[config.mk]
export PLATFORM = sky130hd
export DESIGN_NAME = midi_track_event_parser
export DESIGN_NICKNAME = d
export VERILOG_FILES = /design/src/mtep_pkg.sv /design/src/mtep_parser.sv /design/src/midi_track_event_parser.sv
export SDC_FILE = /design/constraint.sdc
export NUM_CORES = 1
export LEC_CHECK = 0
export BUFFER_PORTS_ARGS = -buffer_cell sky130_fd_sc_hd__buf_2
export CAP_MARGIN = 20
export CORE_MARGIN = 8
export CORE_UTILIZATION = 55
export DETAILED_ROUTE_END_ITERATION = 10
export GPL_TIMING_DRIVEN = 0
export PLACE_DENSITY = 0.72
export SYNTH_ARGS = -nofsm -noshare
export SYNTH_HDL_FRONTEND = slang
export SYNTH_HIERARCHICAL = 1
export SYNTH_SLANG_ARGS = --single-unit
[constraint.sdc]
create_clock -name clk -period 7 [get_ports clk]
set_input_delay 0.7 -clock clk [delete_from_list [all_inputs] [get_ports clk]]
set_output_delay 0.7 -clock clk [all_outputs]
set_load 0.05 [all_outputs]
[src/mtep_pkg.sv]
// ----------------------------------------------------------------------------
// MIDI track event parser package
// Shared types and constants for the track byte parser.
// ----------------------------------------------------------------------------
package mtep_pkg;

	typedef enum logic [3:0] {
		PH_DELAY     = 4'd0,
		PH_STATUS    = 4'd1,
		PH_DATA1     = 4'd2,
		PH_DATA2     = 4'd3,
		PH_META_TYPE = 4'd4,
		PH_LENGTH    = 4'd5,
		PH_PAYLOAD   = 4'd6
	} phase_t;

	localparam logic [2:0] KIND_DELAY   = 3'd0;
	localparam logic [2:0] KIND_CHANNEL = 3'd1;
	localparam logic [2:0] KIND_HEADER  = 3'd2;
	localparam logic [2:0] KIND_PAYLOAD = 3'd3;
	localparam logic [2:0] KIND_ERROR   = 3'd4;

	localparam logic [7:0] STATUS_BIT     = 8'h80;
	localparam logic [7:0] OP_MASK        = 8'hF0;
	localparam logic [7:0] CHAN_MASK      = 8'h0F;
	localparam logic [7:0] OP_NOTE_OFF    = 8'h80;
	localparam logic [7:0] OP_NOTE_ON     = 8'h90;
	localparam logic [7:0] OP_PROGRAM     = 8'hC0;
	localparam logic [7:0] OP_PRESSURE    = 8'hD0;
	localparam logic [7:0] OP_SYSTEM      = 8'hF0;
	localparam logic [7:0] STATUS_SYSEX   = 8'hF0;
	localparam logic [7:0] STATUS_ESCAPE  = 8'hF7;
	localparam logic [7:0] STATUS_META    = 8'hFF;
	localparam logic [7:0] META_TEMPO     = 8'h51;
	localparam logic [7:0] NOTE_OFF_VEL   = 8'h40;
	localparam logic [27:0] TEMPO_LEN     = 28'd3;
	localparam logic [23:0] TEMPO_DEFAULT = 24'd500000;

	typedef struct packed {
		logic [2:0]  result_kind;
		logic [7:0]  status_code;
		logic [3:0]  channel;
		logic [7:0]  first_data;
		logic [7:0]  second_data;
		logic [27:0] count_value;
		logic [7:0]  payload_value;
		logic        payload_last;
		logic        tempo_changed;
		logic [23:0] tempo_value;
		logic        track_finished;
	} result_t;

endpackage

[src/mtep_parser.sv]
// ----------------------------------------------------------------------------
// MIDI track event parser core
// Per-byte parse state and the combinational result for the current byte.
// ----------------------------------------------------------------------------
module mtep_parser #(
	parameter int VLQ_MAX_BYTES = 4
) (
	input  logic              clk,
	input  logic              arst_n,
	input  logic              step,
	input  logic [7:0]        data_byte,
	input  logic              end_of_track,
	output mtep_pkg::result_t res,
	output logic              res_valid
);

	mtep_pkg::phase_t phase_q, phase_d;
	logic [7:0]  running_q, running_d;
	logic [7:0]  event_q, event_d;
	logic [7:0]  held_q, held_d;
	logic [27:0] acc_q, acc_d;
	logic [2:0]  vcnt_q, vcnt_d;
	logic [27:0] remain_q, remain_d;
	logic [23:0] tasm_q, tasm_d;
	logic [23:0] tempo_q, tempo_d;
	logic        error_q, error_d;

	function automatic logic one_data(input logic [7:0] st);
		logic [7:0] op;
		op = st & mtep_pkg::OP_MASK;
		return (op == mtep_pkg::OP_PROGRAM) || (op == mtep_pkg::OP_PRESSURE);
	endfunction

	always_comb begin
		logic [27:0] vacc;
		logic [2:0]  vcnt;
		logic        vcont;
		logic        vlong;
		logic        err;
		logic        clean;
		logic        have;
		logic        emit;
		logic [7:0]  est;
		logic [7:0]  ehold;
		logic [7:0]  esec;
		logic [7:0]  op;
		logic [27:0] rem;
		logic [23:0] tnew;

		phase_d   = phase_q;
		running_d = running_q;
		event_d   = event_q;
		held_d    = held_q;
		acc_d     = acc_q;
		vcnt_d    = vcnt_q;
		remain_d  = remain_q;
		tasm_d    = tasm_q;
		tempo_d   = tempo_q;
		error_d   = error_q;
		res       = '0;
		err       = 1'b0;
		clean     = 1'b0;
		have      = 1'b0;
		emit      = 1'b0;
		est       = event_q;
		ehold     = held_q;
		esec      = 8'h00;
		op        = 8'h00;

		vacc  = {acc_q[20:0], data_byte[6:0]};
		vcnt  = vcnt_q + 3'd1;
		vcont = data_byte[7];
		vlong = vcont && (vcnt >= 3'(VLQ_MAX_BYTES));
		rem   = remain_q - 28'd1;
		tnew  = {tasm_q[15:0], data_byte};

		case (phase_q)
			mtep_pkg::PH_DELAY: begin
				acc_d  = vacc;
				vcnt_d = vcnt;
				if (vlong) begin
					err = 1'b1;
				end else if (!vcont) begin
					res.result_kind = mtep_pkg::KIND_DELAY;
					res.count_value = vacc;
					have    = 1'b1;
					clean   = 1'b1;
					phase_d = mtep_pkg::PH_STATUS;
				end
			end
			mtep_pkg::PH_STATUS: begin
				if (data_byte[7]) begin
					if ((data_byte & mtep_pkg::OP_MASK) != mtep_pkg::OP_SYSTEM) begin
						running_d = data_byte;
						event_d   = data_byte;
						phase_d   = mtep_pkg::PH_DATA1;
					end else begin
						running_d = 8'h00;
						event_d   = data_byte;
						held_d    = 8'h00;
						if (data_byte == mtep_pkg::STATUS_META) begin
							phase_d = mtep_pkg::PH_META_TYPE;
						end else if (data_byte == mtep_pkg::STATUS_SYSEX ||
								data_byte == mtep_pkg::STATUS_ESCAPE) begin
							acc_d   = '0;
							vcnt_d  = '0;
							phase_d = mtep_pkg::PH_LENGTH;
						end else begin
							err = 1'b1;
						end
					end
				end else if (running_q != 8'h00) begin
					event_d = running_q;
					held_d  = data_byte;
					if (one_data(running_q)) begin
						emit  = 1'b1;
						est   = running_q;
						ehold = data_byte;
					end else begin
						phase_d = mtep_pkg::PH_DATA2;
					end
				end else begin
					err = 1'b1;
				end
			end
			mtep_pkg::PH_DATA1: begin
				held_d = data_byte;
				if (one_data(event_q)) begin
					emit  = 1'b1;
					ehold = data_byte;
				end else begin
					phase_d = mtep_pkg::PH_DATA2;
				end
			end
			mtep_pkg::PH_DATA2: begin
				emit = 1'b1;
				esec = data_byte;
			end
			mtep_pkg::PH_META_TYPE: begin
				held_d  = data_byte;
				acc_d   = '0;
				vcnt_d  = '0;
				phase_d = mtep_pkg::PH_LENGTH;
			end
			mtep_pkg::PH_LENGTH: begin
				acc_d  = vacc;
				vcnt_d = vcnt;
				if (vlong) begin
					err = 1'b1;
				end else if (!vcont) begin
					res.result_kind = mtep_pkg::KIND_HEADER;
					res.status_code = event_q;
					res.first_data  = held_q;
					res.count_value = vacc;
					have     = 1'b1;
					remain_d = vacc;
					tasm_d   = '0;
					if (vacc == 28'd0) begin
						phase_d = mtep_pkg::PH_DELAY;
						acc_d   = '0;
						vcnt_d  = '0;
						clean   = 1'b1;
					end else begin
						phase_d = mtep_pkg::PH_PAYLOAD;
					end
				end
			end
			mtep_pkg::PH_PAYLOAD: begin
				tasm_d   = tnew;
				remain_d = rem;
				res.result_kind   = mtep_pkg::KIND_PAYLOAD;
				res.status_code   = event_q;
				res.first_data    = held_q;
				res.payload_value = data_byte;
				have = 1'b1;
				if (rem == 28'd0) begin
					res.payload_last = 1'b1;
					if (event_q == mtep_pkg::STATUS_META && held_q == mtep_pkg::META_TEMPO &&
							acc_q == mtep_pkg::TEMPO_LEN && tnew != 24'd0 &&
							tnew != tempo_q) begin
						tempo_d           = tnew;
						res.tempo_changed = 1'b1;
					end
					phase_d = mtep_pkg::PH_DELAY;
					acc_d   = '0;
					vcnt_d  = '0;
					clean   = 1'b1;
				end
			end
			default: begin
				err = 1'b1;
			end
		endcase

		if (emit) begin
			op = est & mtep_pkg::OP_MASK;
			if (op == mtep_pkg::OP_NOTE_ON && esec == 8'h00) begin
				op   = mtep_pkg::OP_NOTE_OFF;
				esec = mtep_pkg::NOTE_OFF_VEL;
			end
			res.result_kind = mtep_pkg::KIND_CHANNEL;
			res.status_code = op;
			res.channel     = 4'(est & mtep_pkg::CHAN_MASK);
			res.first_data  = ehold;
			res.second_data = esec;
			have    = 1'b1;
			clean   = 1'b1;
			phase_d = mtep_pkg::PH_DELAY;
			acc_d   = '0;
			vcnt_d  = '0;
		end

		if (!err && end_of_track && !clean) begin
			err = 1'b1;
		end

		if (error_q || err) begin
			error_d         = 1'b1;
			tempo_d         = tempo_q;
			res             = '0;
			res.result_kind = mtep_pkg::KIND_ERROR;
			res.tempo_value = tempo_q;
			res_valid       = 1'b1;
		end else begin
			if (end_of_track) begin
				res.track_finished = 1'b1;
				phase_d   = mtep_pkg::PH_DELAY;
				running_d = 8'h00;
				acc_d     = '0;
				vcnt_d    = '0;
			end
			res.tempo_value = tempo_d;
			res_valid       = have;
		end
	end

	always_ff @(posedge clk or negedge arst_n) begin
		if (!arst_n) begin
			phase_q   <= mtep_pkg::PH_DELAY;
			running_q <= '0;
			event_q   <= '0;
			held_q    <= '0;
			acc_q     <= '0;
			vcnt_q    <= '0;
			remain_q  <= '0;
			tasm_q    <= '0;
			tempo_q   <= mtep_pkg::TEMPO_DEFAULT;
			error_q   <= 1'b0;
		end else if (step) begin
			phase_q   <= phase_d;
			running_q <= running_d;
			event_q   <= event_d;
			held_q    <= held_d;
			acc_q     <= acc_d;
			vcnt_q    <= vcnt_d;
			remain_q  <= remain_d;
			tasm_q    <= tasm_d;
			tempo_q   <= tempo_d;
			error_q   <= error_d;
		end
	end

endmodule

[src/midi_track_event_parser.sv]
// ----------------------------------------------------------------------------
// MIDI track event parser
// Parses track bytes into delay, channel, sysex/meta header, payload and error results.
// ----------------------------------------------------------------------------
// Path: an accepted input beat is registered in byte_s1, then its result is registered in res_q.
// Throughput: one track byte per cycle while the output is not stalled.
// A byte that completes nothing yields no output beat.
// Reset: asynchronous, active low; clears parse state, error, sets tempo 500000.
module midi_track_event_parser #(
	parameter int VLQ_MAX_BYTES = 4
) (
	input  logic        clk,
	input  logic        arst_n,
	input  logic        s_axis_tvalid,
	output logic        s_axis_tready,
	input  logic [7:0]  s_axis_tdata,   // [7:0] data_byte
	input  logic        s_axis_tlast,   // end_of_track
	output logic        m_axis_tvalid,
	input  logic        m_axis_tready,
	output logic [95:0] m_axis_tdata,   // [7:0] status_code, [11:8] channel,
	                                    // [19:12] first_data, [27:20] second_data,
	                                    // [55:28] count_value, [63:56] payload_value,
	                                    // [64] tempo_changed, [88:65] tempo_value,
	                                    // [89] track_finished, [95:90] zero
	output logic [2:0]  m_axis_tuser,   // [2:0] result_kind
	output logic        m_axis_tlast    // payload_last
);

	logic              valid_s1;
	logic [7:0]        byte_s1;
	logic              eot_s1;
	logic              out_free;
	logic              step;
	logic              res_valid;
	mtep_pkg::result_t res;
	mtep_pkg::result_t res_q;
	logic              m_valid_q;

	assign out_free      = !m_valid_q || m_axis_tready;
	assign step          = valid_s1 && out_free;
	assign s_axis_tready = !valid_s1 || out_free;

	always_ff @(posedge clk or negedge arst_n) begin
		if (!arst_n) begin
			valid_s1 <= 1'b0;
		end else if (s_axis_tready) begin
			valid_s1 <= s_axis_tvalid;
		end
	end

	always_ff @(posedge clk) begin
		if (s_axis_tready && s_axis_tvalid) begin
			byte_s1 <= s_axis_tdata;
			eot_s1  <= s_axis_tlast;
		end
	end

	mtep_parser #(
		.VLQ_MAX_BYTES(VLQ_MAX_BYTES)
	) u_parser (
		.clk         (clk),
		.arst_n      (arst_n),
		.step        (step),
		.data_byte   (byte_s1),
		.end_of_track(eot_s1),
		.res         (res),
		.res_valid   (res_valid)
	);

	always_ff @(posedge clk or negedge arst_n) begin
		if (!arst_n) begin
			m_valid_q <= 1'b0;
		end else if (out_free) begin
			m_valid_q <= step && res_valid;
		end
	end

	always_ff @(posedge clk) begin
		if (step && res_valid) begin
			res_q <= res;
		end
	end

	assign m_axis_tvalid = m_valid_q;
	assign m_axis_tuser  = res_q.result_kind;
	assign m_axis_tlast  = res_q.payload_last;
	assign m_axis_tdata  = {6'b000000, res_q.track_finished, res_q.tempo_value,
		res_q.tempo_changed, res_q.payload_value, res_q.count_value,
		res_q.second_data, res_q.first_data, res_q.channel, res_q.status_code};

`ifndef SYNTHESIS
	a_last_on_payload: assert property (@(posedge clk) disable iff (!arst_n)
		m_axis_tvalid && m_axis_tlast |-> m_axis_tuser == mtep_pkg::KIND_PAYLOAD)
		else $error("payload_last on a non-payload result");

	a_tempo_on_last: assert property (@(posedge clk) disable iff (!arst_n)
		m_axis_tvalid && res_q.tempo_changed |-> m_axis_tlast)
		else $error("tempo change outside the final payload byte");

	a_error_clean: assert property (@(posedge clk) disable iff (!arst_n)
		m_axis_tvalid && m_axis_tuser == mtep_pkg::KIND_ERROR |->
		m_axis_tdata[64:0] == 65'd0 && !m_axis_tdata[89])
		else $error("error result carries nonzero fields");
`endif

endmodule
==> metrics <==
status=completed; Synth area leaders=edfxtp_1 28%, dfrtp_1 27%, nand2_1 3.7%; DRC violation count after routing=0; Cell Count Post-Placement=1404; leading area contributor after synthesis=edfxtp_1; async set or reset register ratio after synthesis=0.558; Post-CTS Setup Inserts=0; # clock sinks=233; CTS H-tree lvls=1; Final HPWL DP=21.4 mm; Worst-Skew Late Latency=0.52 ns; CTS tree=done; chip height=159 um; GR Util met1=0.323; Fin. Hold Viols=0; NumNets Final=1178; largest net degree at the start of global routing=92; P_leak=5.40 nW; maximum VDD drop=214 uV; CP endpoint kind=flop; Std-Cell Rows=52; Pwr Density=390 mW/mm^2; Port Buffer Count=108; Reg2Reg Capture Point=u_parser/vcnt_q[0]; area growth from synthesis to layout=16.7%; CP Data Required Time=7.41 ns; via count=8807; Final ANT Viol Nets=0; WS Path Type=flop to flop; post-cts sizing count=0; vias in the first global route=8435; Detailed Route WL=30.7 mm; CTS root buf=clkbuf_16; Setup TNS=0 ns; RSZ-0062 raised after global routing=false; Pre-Repair DR Iteration Count=5; Slew HR=0.354; Initial Utilization=0.558; WL per Instance=21.2 um; origin of the critical flop-to-flop path=u_parser/remain_q[1]; first-pass GRT wire length=48.4 mm; area taken by multi-input logic gates=0.00449 mm^2; IO Pins=115; worst slack, placed=2.18 ns; Inserted Clock Buffers=25; hold slack final=0.0899 ns; Hold/Removal Path Class=input port to asynchronous set/reset pin; Seq/Total Area, Yosys=0.567; fin crit share=0.666; PnR worst setup slack=2.34 ns; GRT Max-Usage Layer=met2; GPL Wtd Cong=0.956; Slew @ Worst Pin=0.964 ns; Reg2Reg Setup Slack=2.34 ns; number of distinct library cells after synthesis=76; Max Cap Violations=0; Post-Syn Area per Cell=11.0 um^2; grt ovf=0; fraction of layout cells with a size suffix above 1=0.206; Mapped Area=0.0112 mm^2; cells after synthesis=1017; crit-path max FO=10; Die Span X=159 um; FF+latch count, synth=233; M3 GR Usage=0.0424; worst r2r path cells=13; Final Max Slew Viols=0; Register Area=0.00635 mm^2; clock slew at reported path FFs=0.06 ns; top_reg_cell synth=dfrtp_1; post-place instance area=0.0122 mm^2; Arrival @ worst endpoint=5.07 ns; worst-case clock buffer depth=3; fillers=1561; Total GRT Usage=0.237; Yosys top cell area share=0.276; post-route cell area=0.0131 mm^2; DRT iter0 DRCs=894; Yosys Warn Count=6; FMAX=215 MHz; met2 global-route usage=0.375; Final Instance Count excl. Fillers=1450; core area=0.0201 mm^2; initial antenna violation count=0; Post-synth EDFFs=103; crit path time final=4.66 ns; Vias/cell=6.07; CTS Hold Buffers Added=0; diode count=0; Final Skew=0.0153 ns; Setup Viol. Count Final=0; die area=0.0252 mm^2; startpoint types=flop
[power by group]
group          switching (mW)  total [mW]  internal, mW
combinational            1.09        1.63         0.542
sequential              0.368        2.11          1.75
clock                   0.542        1.36         0.823
[synthesized netlist by cell type, drive strengths merged (10+ instances only)]
cell and instances:
nor3 19, dfrtp 123, inv 10, o21ai 78, a22o 42, nand2 111
nand4 14, a21oi 54, nand3 15, nor4 31, edfxtp 103, clkbuf 60
and2 43, nand2b 10, or3 13, mux2 49, xor2 11, xnor2 19
buf 16, nor2 75
[stage by stage]
| step | util | power [mW] |
|---|---|---|
| floorplan | - | 3.19 |
| global placement | 0.602 | 3.70 |
| detailed placement | 0.608 | 3.73 |
| CTS | 0.651 | 5.09 |
| global route | 0.651 | 5.36 |
| finish | 0.651 | 5.11 |
[area by class of cell]
cell class                 count  share of cell area
sequential                   233               0.486
multi-input combinational    702               0.343
clock buffer                  33              0.0540
timing repair buffer         113              0.0502
buffer                        76              0.0272
tap                          270              0.0258
clock inverter                12              0.0113
inverter                      11             0.00315
[how the worst max path moves through the flow]
stage	start	end	cells after the start
5_1_grt	u_parser/remain_q[1]	m_axis_tdata[45]	12
3_3_place_gp	byte_s1[7]	m_axis_tdata[56]	8
3_5_place_dp	u_parser/remain_q[1]	m_axis_tdata[45]	12
6_report	u_parser/remain_q[1]	u_parser/vcnt_q[0]	13
2_1_floorplan	byte_s1[7]	m_axis_tdata[0]	8
4_1_cts	u_parser/remain_q[1]	m_axis_tdata[45]	12
[metal layers]
metal,vias to the layer above,share of wire,routed length [um]
met5,-,0,0
met1,4322,0.42,13000
met4,0,0.033,1020
met2,399,0.46,14200
met3,68,0.082,2530
li1,4018,-,-
[cell families after synthesis]
logic type / count (synthesis) / synth area share
compound gates: 237 / 0.137
xor+xnor: 30 / 0.0234
fa+ha+maj: 3 / 0.00335
buf+inv: 87 / 0.0355
flops: 233 / 0.567
mux: 55 / 0.0613
other cells: 1 / 0.000334
simple gates: 371 / 0.173
[placed cells by master (no fill, tap or decap), drive strengths merged, types with 5 or more instances in the layout]
cell type / Yosys / routed
o31ai: 5 / 5
inv: 10 / 11
or2: 8 / 8
nor4: 31 / 31
nor3: 19 / 19
a31oi: 6 / 6
xnor2: 19 / 19
a21oi: 54 / 54
dfrtp: 123 / 123
mux2i: 6 / 6
nand2b: 10 / 10
or3: 13 / 13
nand2: 111 / 111
clkinv: 1 / 8
o22ai: 5 / 5
and2: 43 / 43
dfstp: 7 / 7
nand3: 15 / 15
o21ai: 78 / 78
buf: 16 / 129
xor2: 11 / 11
nor3b: 5 / 5
nor2: 75 / 75
mux2: 49 / 49
nand4: 14 / 14
conb: 1 / 6
clkbuf: 60 / 93
or4: 6 / 6
a22o: 42 / 42
a32oi: 5 / 5
edfxtp: 103 / 103
a22oi: 7 / 7
[sequential cells by signal, summed over array words and instances, names as in the netlist]
register and cells:
u_parser/remain_q 28, byte_s1 8, m_axis_tuser 3, u_parser/running_q 8, u_parser/phase_q 4, u_parser/vcnt_q 3
u_parser/event_q 8, u_parser/error_q 1, eot_s1 1, u_parser/tempo_q 24, u_parser/held_q 8, valid_s1 1
m_axis_tvalid 1, m_axis_tlast 1, m_axis_tdata 90, u_parser/acc_q 28, u_parser/tasm_q 16
[worst max-delay path, stage by stage (launching register included)]
cell      delay (ns)
dfrtp_1         0.35
clkbuf_1        0.21
inv_1           0.14
ha_1            0.28
nor3b_2         0.58
nand3_1         0.35
o41ai_1         0.66
nor4b_1         0.36
and3b_1         0.28
a32o_1          0.18
clkbuf_1        0.40
nor3_1          0.17
clkbuf_1        0.27
mux2_2          0.32
Power figures use the tool's default switching activity.
